[src/design/rwcp_pkg.sv]
// Package for the RIFF WAVE chunk parser: phase and result codes,
// chunk ids and the result record passed from the parse core to the top level.
// No dependencies.
package rwcp_pkg;

  // input item kinds
  localparam logic IN_BYTE = 1'b0;
  localparam logic IN_EOS  = 1'b1;

  // result kinds
  localparam logic [2:0] RES_PAYLOAD  = 3'd0;
  localparam logic [2:0] RES_FORMAT   = 3'd1;
  localparam logic [2:0] RES_NOT_RIFF = 3'd2;
  localparam logic [2:0] RES_NOT_WAVE = 3'd3;
  localparam logic [2:0] RES_NOT_PCM  = 3'd4;

  // little-endian four-character codes
  localparam logic [31:0] ID_RIFF = 32'h4646_4952;
  localparam logic [31:0] ID_WAVE = 32'h4556_4157;
  localparam logic [31:0] ID_FMT  = 32'h2074_6D66;
  localparam logic [31:0] ID_DATA = 32'h6174_6164;
  localparam logic [15:0] CODE_PCM = 16'd1;

  // parser phases
  typedef enum logic [2:0] {
    PH_RIFF = 3'd0,
    PH_HDR  = 3'd1,
    PH_FMT  = 3'd2,
    PH_DATA = 3'd3,
    PH_SKIP = 3'd4,
    PH_IDLE = 3'd5
  } phase_t;

  // one result item as produced by the core
  typedef struct packed {
    logic        valid;
    logic [2:0]  kind;
    logic [7:0]  pbyte;
    logic        last;
    logic [15:0] channels;
    logic [31:0] rate;
    logic [15:0] bits;
  } result_t;

endpackage

[src/design/riff_wave_chunk_parser.sv]
// Top level of the RIFF WAVE chunk parser: input register, parse core and
// result register with stream handshakes. Uses rwcp_pkg and rwcp_core.
//
// channel  | direction | tdata                       | tuser          | tlast
// ---------+-----------+-----------------------------+----------------+-------------
// s_*      | in        | data_byte                   | kind           | -
// m_*      | out       | byte, channels, rate, bits  | result_kind    | payload_last
//
// One item is accepted per cycle while the output does not stall; a result is offered from the
// result register once its item has passed from the input register through the parse step.
// The rate is set by the combinational parse step between input and result register.
// rst (synchronous) empties both registers and returns the parser to the RIFF header.
// A stalled result holds; the input register keeps one item while the output stalls.
module riff_wave_chunk_parser (
  input  logic        clk,
  input  logic        rst,
  input  logic        s_tvalid,
  output logic        s_tready,
  input  logic [7:0]  s_tdata,   // [7:0] data_byte
  input  logic        s_tuser,   // [0] kind
  output logic        m_tvalid,
  input  logic        m_tready,
  output logic [71:0] m_tdata,   // [7:0] payload_byte, [23:8] channel_count,
                                 // [55:24] rate_hz, [71:56] sample_bits
  output logic [2:0]  m_tuser,   // [2:0] result_kind
  output logic        m_tlast    // payload_last
);

  logic              in_valid;
  logic              in_kind;
  logic [7:0]        in_byte;
  logic              proceed;
  rwcp_pkg::result_t res;
  rwcp_pkg::result_t out_reg;

  assign proceed  = in_valid && (!m_tvalid || m_tready);
  assign s_tready = !in_valid || proceed;

  // input register
  always_ff @(posedge clk) begin
    if (rst) begin
      in_valid <= 1'b0;
    end else if (s_tvalid && s_tready) begin
      in_valid <= 1'b1;
    end else if (proceed) begin
      in_valid <= 1'b0;
    end
  end

  always_ff @(posedge clk) begin
    if (s_tvalid && s_tready) begin
      in_kind <= s_tuser;
      in_byte <= s_tdata;
    end
  end

  rwcp_core u_core (
    .clk       (clk),
    .rst       (rst),
    .step      (proceed),
    .kind      (in_kind),
    .data_byte (in_byte),
    .res       (res)
  );

  // result register
  always_ff @(posedge clk) begin
    if (rst) begin
      m_tvalid <= 1'b0;
    end else if (proceed) begin
      m_tvalid <= res.valid;
    end else if (m_tready) begin
      m_tvalid <= 1'b0;
    end
  end

  always_ff @(posedge clk) begin
    if (proceed) out_reg <= res;
  end

  assign m_tdata = {out_reg.bits, out_reg.rate, out_reg.channels, out_reg.pbyte};
  assign m_tuser = out_reg.kind;
  assign m_tlast = out_reg.last;

endmodule

[src/design/rwcp_core.sv]
// Parse core of the RIFF WAVE chunk parser: phase machine, byte counter and
// chunk/fmt field registers; advances one item per step. Uses rwcp_pkg.
module rwcp_core (
  input  logic              clk,
  input  logic              rst,
  input  logic              step,
  input  logic              kind,
  input  logic [7:0]        data_byte,
  output rwcp_pkg::result_t res
);

  rwcp_pkg::phase_t phase, phase_next;
  logic [31:0] byte_offset, byte_offset_next;
  logic [31:0] chunk_id_reg, chunk_length;
  logic [15:0] format_code, channels_reg, bits_reg;
  logic [31:0] rate_reg;

  logic [31:0] offset_inc;
  logic [1:0]  lane;
  logic [31:0] id_new, len_new;
  logic [15:0] code_new, ch_new, bits_new;
  logic [31:0] rate_new;
  logic        eos, last_byte, riff_done, hdr_done, fmt_start, zero_off;

  assign eos        = (kind == rwcp_pkg::IN_EOS);
  assign offset_inc = byte_offset + 32'd1;
  assign lane       = byte_offset[1:0];
  // last body byte: offset == length - 1, modulo 2^32
  assign last_byte  = (offset_inc == chunk_length);
  assign riff_done  = (phase == rwcp_pkg::PH_RIFF) && (byte_offset >= 32'd11);
  assign hdr_done   = (phase == rwcp_pkg::PH_HDR) && (byte_offset >= 32'd7);
  assign fmt_start  = hdr_done && (chunk_id_reg == rwcp_pkg::ID_FMT);

  // byte lane merge into the word and fmt fields being assembled
  always_comb begin
    id_new   = chunk_id_reg;
    len_new  = chunk_length;
    code_new = format_code;
    ch_new   = channels_reg;
    rate_new = rate_reg;
    bits_new = bits_reg;
    case (phase)
      rwcp_pkg::PH_RIFF: begin
        if (byte_offset >= 32'd4 && byte_offset < 32'd8) begin
          len_new[{lane, 3'b000} +: 8] = data_byte;
        end else begin
          id_new[{lane, 3'b000} +: 8] = data_byte;
        end
      end
      rwcp_pkg::PH_HDR: begin
        if (byte_offset < 32'd4) begin
          id_new[{lane, 3'b000} +: 8] = data_byte;
        end else begin
          len_new[{lane, 3'b000} +: 8] = data_byte;
        end
      end
      rwcp_pkg::PH_FMT: begin
        if (byte_offset < 32'd2) begin
          code_new[{lane[0], 3'b000} +: 8] = data_byte;
        end else if (byte_offset < 32'd4) begin
          ch_new[{lane[0], 3'b000} +: 8] = data_byte;
        end else if (byte_offset < 32'd8) begin
          rate_new[{lane, 3'b000} +: 8] = data_byte;
        end else if (byte_offset >= 32'd14 && byte_offset < 32'd16) begin
          bits_new[{lane[0], 3'b000} +: 8] = data_byte;
        end
      end
      default: begin
      end
    endcase
  end

  // next phase
  always_comb begin
    phase_next = phase;
    if (eos) begin
      phase_next = rwcp_pkg::PH_RIFF;
    end else begin
      unique case (phase)
        rwcp_pkg::PH_RIFF: begin
          if (byte_offset == 32'd3 && id_new != rwcp_pkg::ID_RIFF) begin
            phase_next = rwcp_pkg::PH_IDLE;
          end else if (riff_done) begin
            phase_next = (id_new != rwcp_pkg::ID_WAVE) ? rwcp_pkg::PH_IDLE
                                                        : rwcp_pkg::PH_HDR;
          end
        end
        rwcp_pkg::PH_HDR: begin
          if (hdr_done) begin
            if (chunk_id_reg == rwcp_pkg::ID_FMT) begin
              phase_next = (len_new == 32'd0) ? rwcp_pkg::PH_IDLE : rwcp_pkg::PH_FMT;
            end else if (len_new == 32'd0) begin
              phase_next = rwcp_pkg::PH_HDR;
            end else if (chunk_id_reg == rwcp_pkg::ID_DATA) begin
              phase_next = rwcp_pkg::PH_DATA;
            end else begin
              phase_next = rwcp_pkg::PH_SKIP;
            end
          end
        end
        rwcp_pkg::PH_FMT: begin
          if (last_byte) begin
            phase_next = (code_new != rwcp_pkg::CODE_PCM) ? rwcp_pkg::PH_IDLE
                                                           : rwcp_pkg::PH_HDR;
          end
        end
        rwcp_pkg::PH_DATA, rwcp_pkg::PH_SKIP: begin
          if (last_byte) phase_next = rwcp_pkg::PH_HDR;
        end
        default: begin
          phase_next = phase;
        end
      endcase
    end
  end

  // result of this step
  always_comb begin
    res = '0;
    if (!eos) begin
      unique case (phase)
        rwcp_pkg::PH_RIFF: begin
          if (byte_offset == 32'd3 && id_new != rwcp_pkg::ID_RIFF) begin
            res.valid = 1'b1;
            res.kind  = rwcp_pkg::RES_NOT_RIFF;
          end else if (riff_done && id_new != rwcp_pkg::ID_WAVE) begin
            res.valid = 1'b1;
            res.kind  = rwcp_pkg::RES_NOT_WAVE;
          end
        end
        rwcp_pkg::PH_HDR: begin
          // empty fmt chunk has a zero format code
          if (fmt_start && len_new == 32'd0) begin
            res.valid = 1'b1;
            res.kind  = rwcp_pkg::RES_NOT_PCM;
          end
        end
        rwcp_pkg::PH_FMT: begin
          if (last_byte) begin
            res.valid = 1'b1;
            if (code_new != rwcp_pkg::CODE_PCM) begin
              res.kind = rwcp_pkg::RES_NOT_PCM;
            end else begin
              res.kind     = rwcp_pkg::RES_FORMAT;
              res.channels = ch_new;
              res.rate     = rate_new;
              res.bits     = bits_new;
            end
          end
        end
        rwcp_pkg::PH_DATA: begin
          res.valid = 1'b1;
          res.kind  = rwcp_pkg::RES_PAYLOAD;
          res.pbyte = data_byte;
          res.last  = last_byte;
        end
        default: begin
        end
      endcase
    end
  end

  // byte counter: restarts at every header or body boundary and at end of stream
  assign zero_off = eos || riff_done || hdr_done ||
                    (last_byte && (phase == rwcp_pkg::PH_FMT ||
                                   phase == rwcp_pkg::PH_DATA ||
                                   phase == rwcp_pkg::PH_SKIP));
  assign byte_offset_next = zero_off ? 32'd0 : offset_inc;

  // control state
  always_ff @(posedge clk) begin
    if (rst) begin
      phase       <= rwcp_pkg::PH_RIFF;
      byte_offset <= '0;
    end else if (step) begin
      phase <= phase_next;
      if (eos || phase != rwcp_pkg::PH_IDLE) byte_offset <= byte_offset_next;
    end
  end

  // field registers
  always_ff @(posedge clk) begin
    if (rst) begin
      chunk_id_reg <= '0;
      chunk_length <= '0;
      format_code  <= '0;
      channels_reg <= '0;
      rate_reg     <= '0;
      bits_reg     <= '0;
    end else if (step) begin
      if (eos) begin
        chunk_id_reg <= '0;
        chunk_length <= '0;
        format_code  <= '0;
        channels_reg <= '0;
        rate_reg     <= '0;
        bits_reg     <= '0;
      end else begin
        chunk_id_reg <= id_new;
        chunk_length <= len_new;
        if (fmt_start) begin
          format_code  <= '0;
          channels_reg <= '0;
          rate_reg     <= '0;
          bits_reg     <= '0;
        end else begin
          format_code  <= code_new;
          channels_reg <= ch_new;
          rate_reg     <= rate_new;
          bits_reg     <= bits_new;
        end
      end
    end
  end

endmodule

[config.mk]
export PLATFORM = sky130hd
export DESIGN_NAME = riff_wave_chunk_parser
export DESIGN_NICKNAME = d
export VERILOG_FILES = /design/src/design/rwcp_pkg.sv /design/src/design/riff_wave_chunk_parser.sv /design/src/design/rwcp_core.sv
export SDC_FILE = /design/constraint.sdc
export NUM_CORES = 1
export LEC_CHECK = 0
export BUFFER_PORTS_ARGS = -buffer_cell sky130_fd_sc_hd__buf_4
export CORE_MARGIN = 2
export CORE_UTILIZATION = 25
export DETAILED_ROUTE_END_ITERATION = 16
export SLEW_MARGIN = 20
export SYNTH_ARGS = -nofsm -noshare
export SYNTH_HDL_FRONTEND = slang
export SYNTH_SLANG_ARGS = --single-unit
export TNS_END_PERCENT = 10
[constraint.sdc]
create_clock -name clk -period 6 [get_ports clk]
set_clock_uncertainty 0.1 [all_clocks]
set_input_delay 1.2 -clock clk [delete_from_list [all_inputs] [get_ports clk]]
set_output_delay 1.2 -clock clk [all_outputs]
set_load 0.02 [all_outputs]
== Word level (Yosys, flattened, before mapping) ==
Index checks and enable logic that the tools add are counted.

* Register bits: 266
* Input port bits: 13
* Output and inout port bits: 78
* Logic and storage cells: 148

* Add/subtract/negate cells: 3
* Order comparisons: 8
* Equal/unequal tests: 16
* Shift-type cells: 4
* Multiplexer cells: 65
* Bitwise gates (word level): 3
* Reductions and logical operators: 31

{| class="wikitable"
|+ Operators by type and width
! cell !! number
|-
| 2-to-1 mux 32 bit || 13
|-
| 2-to-1 mux 16 bit || 16
|-
| 2-to-1 mux 64 bit || 3
|-
| case mux 32 bit (2 select lines) || 2
|-
| bitwise mux 32 bit || 3
|-
| 2-to-1 mux 77 bit || 1
|-
| greater-or-equal comparator 32 x 3 -> 1 bit (second input constant) || 2
|-
| greater-or-equal comparator 32 x 4 -> 1 bit (second input constant) || 2
|-
| != test 32 x 31 -> 1 bit (second input constant) || 2
|-
| bitwise mux 16 bit || 3
|-
| 2-to-1 mux 3 bit || 13
|-
| adder 32 x 1 -> 32 bit (second input constant) || 1
|-
| == test 32 x 2 -> 1 bit (second input constant) || 1
|-
| == test 32 x 30 -> 1 bit (second input constant) || 1
|-
| == test 32 x 31 -> 1 bit (second input constant) || 1
|-
| == test 32 bit || 1
|-
| zero test 32 bit || 1
|-
| less-than comparator 32 x 2 -> 1 bit (second input constant) || 1
|-
| less-than comparator 32 x 3 -> 1 bit (second input constant) || 1
|-
| less-than comparator 32 x 4 -> 1 bit (second input constant) || 1
|-
| less-than comparator 32 x 5 -> 1 bit (second input constant) || 1
|-
| variable shift 8 x 7 -> 32 bit (first input constant) || 1
|-
| indexed part select 8 x 7 -> 32 bit || 1
|-
| 2-to-1 mux 4 bit || 4
|-
| other kinds (26) || 54
|}

== Longest topological paths before layout ==
* Word-level depth: 13
* Mapped depth: 16
* Depth with buffers taken out: 12

== By module ==
A second synthesis with hierarchy kept.

* Cells, all modules: 1604
* Area total of the unflattened synthesis: 14341.3 µm²

{| class="wikitable"
|+ By module, submodules not included
! module !! instances !! cells an instance !! area each (µm²) !! seq. area each (µm²)
|-
| rwcp_core || 1 || 1509 || 11685.0 || 3583.4
|-
| riff_wave_chunk_parser || 1 || 95 || 2656.3 || 2592.5
|}

== Worst setup path after synthesis ==
Ideal clock, no wire load.

* Path type: input to register
* Start: in m_tready
* End: reg u_core.chunk_length[8]
* Setup time: 0.128 ns
* Arrival: 5.117 ns
* Data required time: 5.772 ns
* Slack: 0.656 ns
* Cell stages on the path: 8
* Path buffers: 2
* Cells stage by stage: nor2b_1 > nand2b_1 > inv_1 > clkbuf_1 > clkbuf_1 > o21ai_1 > a32oi_1 > nor2_1

* Word-level cells in the longest chain between the ends: 2

{| class="wikitable"
|+ Ends and longest elaborated chain
! item !! RTL line !! text
|-
| from (decl) || riff_wave_chunk_parser.sv:22 || <nowiki>input logic m_tready,</nowiki>
|-
| logical OR 1 bit || riff_wave_chunk_parser.sv:36 || <nowiki>assign proceed = in_valid && (!m_tvalid || m_tready);</nowiki>
|-
| logical AND 1 bit || riff_wave_chunk_parser.sv:36 ||
|-
| via proceed || riff_wave_chunk_parser.sv:32 || <nowiki>logic proceed;</nowiki>
|-
| to (signal assigned) || rwcp_core.sv:200 || <nowiki>chunk_length <= len_new;</nowiki>
|-
| to (decl) || rwcp_core.sv:14 || <nowiki>logic [31:0] chunk_id_reg, chunk_length;</nowiki>
|}

The timed path passes the listed nets, and every way through them passes these cells.
A chain may end at the register's enable or synchronous reset.

== Worst setup path in the final report ==
* Start: reg u_core.byte_offset[0]
* End: reg u_core.phase[1]

* Word-level cells in the longest chain between the ends: 11
* Elaborated cells between the ends (all ways): 37
* Those cells by class: add/sub (2); order compare (5); eq/ne (7); shift (2); mux (15); reduce/logical (6)

{| class="wikitable"
|+ Ends and longest elaborated chain
! item !! RTL line !! text
|-
| from (decl) || rwcp_core.sv:13 || <nowiki>logic [31:0] byte_offset, byte_offset_next;</nowiki>
|-
| from (signal assigned) || rwcp_core.sv:177 || <nowiki>if (eos || phase != rwcp_pkg::PH_IDLE) byte_offset <= byte_offset_next;</nowiki>
|-
| negation 5 -> 7 bit || n/a ||
|-
| indexed part select 8 x 7 -> 32 bit or variable shift 8 x 7 -> 32 bit (tied branches) || n/a ||
|-
| bitwise mux 32 bit || rwcp_core.sv:45, rwcp_core.sv:54 ||
|-
| 2-to-1 mux 32 bit, on equally long branches || rwcp_core.sv:51, rwcp_core.sv:44 ||
|-
| case mux 32 bit (2 select lines) || rwcp_core.sv:42 || <nowiki>case (phase)</nowiki>
|-
| zero test 32 bit || rwcp_core.sv:91, rwcp_core.sv:92 ||
|-
| 2-to-1 mux 3 bit, on equally long branches || rwcp_core.sv:92, rwcp_core.sv:91 ||
|-
| 2-to-1 mux 3 bit || rwcp_core.sv:90 || <nowiki>if (chunk_id_reg == rwcp_pkg::ID_FMT) begin</nowiki>
|-
| 2-to-1 mux 3 bit || rwcp_core.sv:89 || <nowiki>if (hdr_done) begin</nowiki>
|-
| case mux 3 bit (4 select lines) || rwcp_core.sv:79 || <nowiki>unique case (phase)</nowiki>
|-
| 2-to-1 mux 3 bit || rwcp_core.sv:76 || <nowiki>if (eos) begin</nowiki>
|-
| to (signal assigned) || rwcp_core.sv:173 || <nowiki>phase <= rwcp_pkg::PH_RIFF;</nowiki>
|-
| to (signal assigned) || rwcp_core.sv:176 || <nowiki>phase <= phase_next;</nowiki>
|-
| to (decl) || rwcp_core.sv:12 || <nowiki>rwcp_pkg::phase_t phase, phase_next;</nowiki>
|}

Several ways; a longest one is shown, not always the timed one. The select of a mux whose other input is x is not followed.

==> metrics.csv <==
stage,metric,value,unit
power,p_leak,5.191,nW
timing,worstMarginPinSlew,1.118,ns
placed_design,place_hpwl,31.25,mm
floorplan,coreArea,0.05499,mm^2
finish,layout-drive-gt1-share,15.90,%
yosys,synth_edf_count,85,
finish,post-route-util,29.46,%
timing,fmax,0.2015,GHz
clocking,cts_buffer_depth,3,
worst_setup_path,arrival,5.37,ns
clocking,clock-sinks,266,
finish,antenna_cells,0,
worst_setup_path,cp_slowest_cell,or4b_2,
timing,period_minus_slack,4.963,ns
worst_setup_path,end_kind,flop,
yosys,synthTopCellsByArea,"dfxtp_1 (26%), edfxtp_1 (18%), a22oi_1 (6.1%)",
worst_setup_path,cpLargestDelayFamily,simple AND/OR/NAND/NOR gates,
detailed_routing,routed_wl,45.04,mm
floorplan,rows,86,
clocking,worstSkewPairLatency,0.58,ns
worst_setup_path,critical_path_class,flop to flop,
clocking,postCtsHoldBufs,0,
placed_design,placedCellCount,2281,
floorplan,initial_core_util,25.27,%
power,vdd_drop_max,0.2896,mV
timing,hold_viol_final,0,
outcome,status,finished clean,
timing,rsz0062_at_grt,false,
yosys,synth.largest_area_cell,dfxtp_1,
worst_setup_path,cp_num_buf_inv,1,
clocking,ctsResizeCount,0,
timing,slew_headroom,24.84,%
yosys,synth_nets,1555,
yosys,syn_inst,1537,
yosys,yosys-top-cells-count,"nor2_1 (201), dfxtp_1 (181), nand2_1 (147)",
timing,worst_slack,1.037,ns
yosys,post_synth.cell_area_avg,9.040,um^2
clocking,cts_tree,built,
hold_path,min_path_type,flop to flop,
finish,finalNetCount,1584,
finish,areaGrowthSynthToFinish,16.58,%
clocking,cts_setup_buffers,0,
clocking,clock-root-buffer,clkbuf_16,
worst_setup_path,r2r_setup_slack,1.04,ns
yosys,ys.flop_type,dfxtp_1,
clocking,ctsHtreeMaxLevel,1,
yosys,ys_ff_latch,266,
floorplan,dieArea,0.05748,mm^2
worst_setup_path,cpPeakStageDelay,0.74,ns
detailed_routing,first_pass_iters,5,
timing,report.final.setup_viol,0,
yosys,yosysSeqAreaShare,44.45,%
finish,largest_reg_flops,72,
power,power_density,243.5,mW/mm^2
finish,seqCellArea,0.006176,mm^2
finish,fin_cells,2339,
floorplan,die_x,239.8,um
finish,fillers,5774,
yosys,async_flop_share,0,%
placed_design,post-place-ws,1.188,ns
yosys,yosysMostFrequentCell,nor2_1,
floorplan,ioPinCount,91,
floorplan,fp.dieH,239.8,um
detailed_routing,viasPerCell,5.289,
detailed_routing,via_count,12370,
worst_setup_path,required,6.41,ns
flow_run,cap_violations,0,
finish,multiInputGateArea,0.007102,mm^2
global_route,grt_pass1_wl,69.41,mm
detailed_routing,detail-route-antenna-nets,0,
detailed_routing,post_drt_wl_per_cell,19.25,um
yosys,syn-cell-area,0.01389,mm^2
placed_design,gp_congestion,0.9516,
placed_design,port_buffers,90,
placed_design,placed_area,0.01521,mm^2
global_route,grt_antenna_before_repair,0,
timing,final.setup.tns,0,ns
detailed_routing,drcViolationCount,0,
worst_setup_path,start_kind,flop,
worst_setup_path,cp_cell_sequence,"clkinv_1, ha_1, and3b_1, and2_0, or4b_2, a21o_1, a22oi_1, o2111ai_1, o31ai_1, a211o_1, mux2_2, nor2_1",
clocking,numCtsBuffers,31,
timing,slew_viol_final,0,
yosys,ys_warn_count,0,
global_route,grt_pass1_vias,11672,
finish,fin_area,0.01620,mm^2
yosys,ys_types,85,
global_route,grt_max_degree,82,
worst_setup_path,worstPathMaxFanout,13,
timing,period_share,82.72,%
clocking,clk_pin_slew,0.06,ns
detailed_routing,drt_iter0_drc,1172,
global_route,gr-total-overflow,0,
global_route,grt_usage,15.35,%
yosys,yosys.area.top_type_share,26.08,%
-- per-stage QoR --
stage / power [mW] / hold WS, ns
after floorplan: 2.066 / 0.3321
after global placement: 2.170 / 0.3425
after detailed placement: 2.170 / 0.3523
after CTS: 3.979 / 0.3599
after global routing: 4.072 / 0.3717
final: 3.944 / 0.3593
-- layer usage --
metal  routed length [um]  share of wire [%]  vias up  global-route usage (%)
met5                    0                  0        -                       0
met2                20740                 46      484                   24.95
met4                 1861                4.1        0                   6.458
met3                 2756                6.1      116                   2.340
met1                19680                 44     6029                   20.23
li1                     -                  -     5741                       -
-- kinds of logic after synthesis --
kind of cell | Yosys count | synth area share (%)
simple gates | 680 | 25.49
mux | 42 | 3.089
compound gates | 354 | 18.96
fa+ha+maj | 5 | 0.4502
flops | 266 | 44.45
buf+inv | 145 | 4.620
xor+xnor | 45 | 2.936
-- final timing paths --
path | endpoint | depth (start not counted) | startpoint
worst max register to register | u_core.phase[1]$_SDFFE_PP0P_ | 12 | u_core.byte_offset[0]$_SDFFE_PP0P_
worst max-delay path | u_core.phase[1]$_SDFFE_PP0P_ | 12 | u_core.byte_offset[0]$_SDFFE_PP0P_
worst min-delay path | u_core.bits_reg[0]$_SDFFE_PP0P_ | 2 | u_core.bits_reg[0]$_SDFFE_PP0P_
worst min register to register | u_core.bits_reg[0]$_SDFFE_PP0P_ | 2 | u_core.bits_reg[0]$_SDFFE_PP0P_
-- area by class of cell --
| type | count | share of cell area [%] |
|---|---|---|
| clock inverters | 15 | 0.7261 |
| repair buffers | 123 | 5.778 |
| clock buffers | 43 | 5.322 |
| inverters | 18 | 0.4248 |
| flip-flops and latches | 266 | 38.13 |
| well taps | 748 | 5.778 |
| multi-input cells | 1126 | 43.84 |
-- where the power goes --
part           switching [mW]  total [mW]  internal [mW]
logic                   0.177       0.241         0.0638
clock network           0.762        1.81           1.05
registers              0.0146        1.89           1.88
-- cells in the final DEF, fill, tap and decap left out, types with 20 or more instances in the layout --
cell type | Yosys | layout
nor2_4 | 20 | 20
o21ai_0 | 28 | 27
clkbuf_16 | 0 | 32
xnor2_1 | 30 | 30
nor3_1 | 34 | 34
a22oi_1 | 113 | 113
a32oi_1 | 33 | 33
a21oi_2 | 36 | 36
nand2_1 | 147 | 147
nor4_1 | 36 | 35
a21oi_1 | 32 | 32
buf_4 | 5 | 122
nand4_1 | 26 | 26
nand3_1 | 52 | 52
and2_1 | 35 | 35
nor2_1 | 201 | 201
dfxtp_1 | 181 | 181
mux2i_1 | 35 | 35
edfxtp_1 | 85 | 85
-- worst reg2reg max path, cell delays in order, from the launching register on --
cell	delay [ns]
dfxtp_1	0.67
clkinv_1	0.45
ha_1	0.56
and3b_1	0.37
and2_0	0.34
or4b_2	0.74
a21o_1	0.20
a22oi_1	0.15
o2111ai_1	0.22
o31ai_1	0.40
a211o_1	0.27
mux2_2	0.35
nor2_1	0.08
Note: power is estimated with default switching activity, not from simulation.
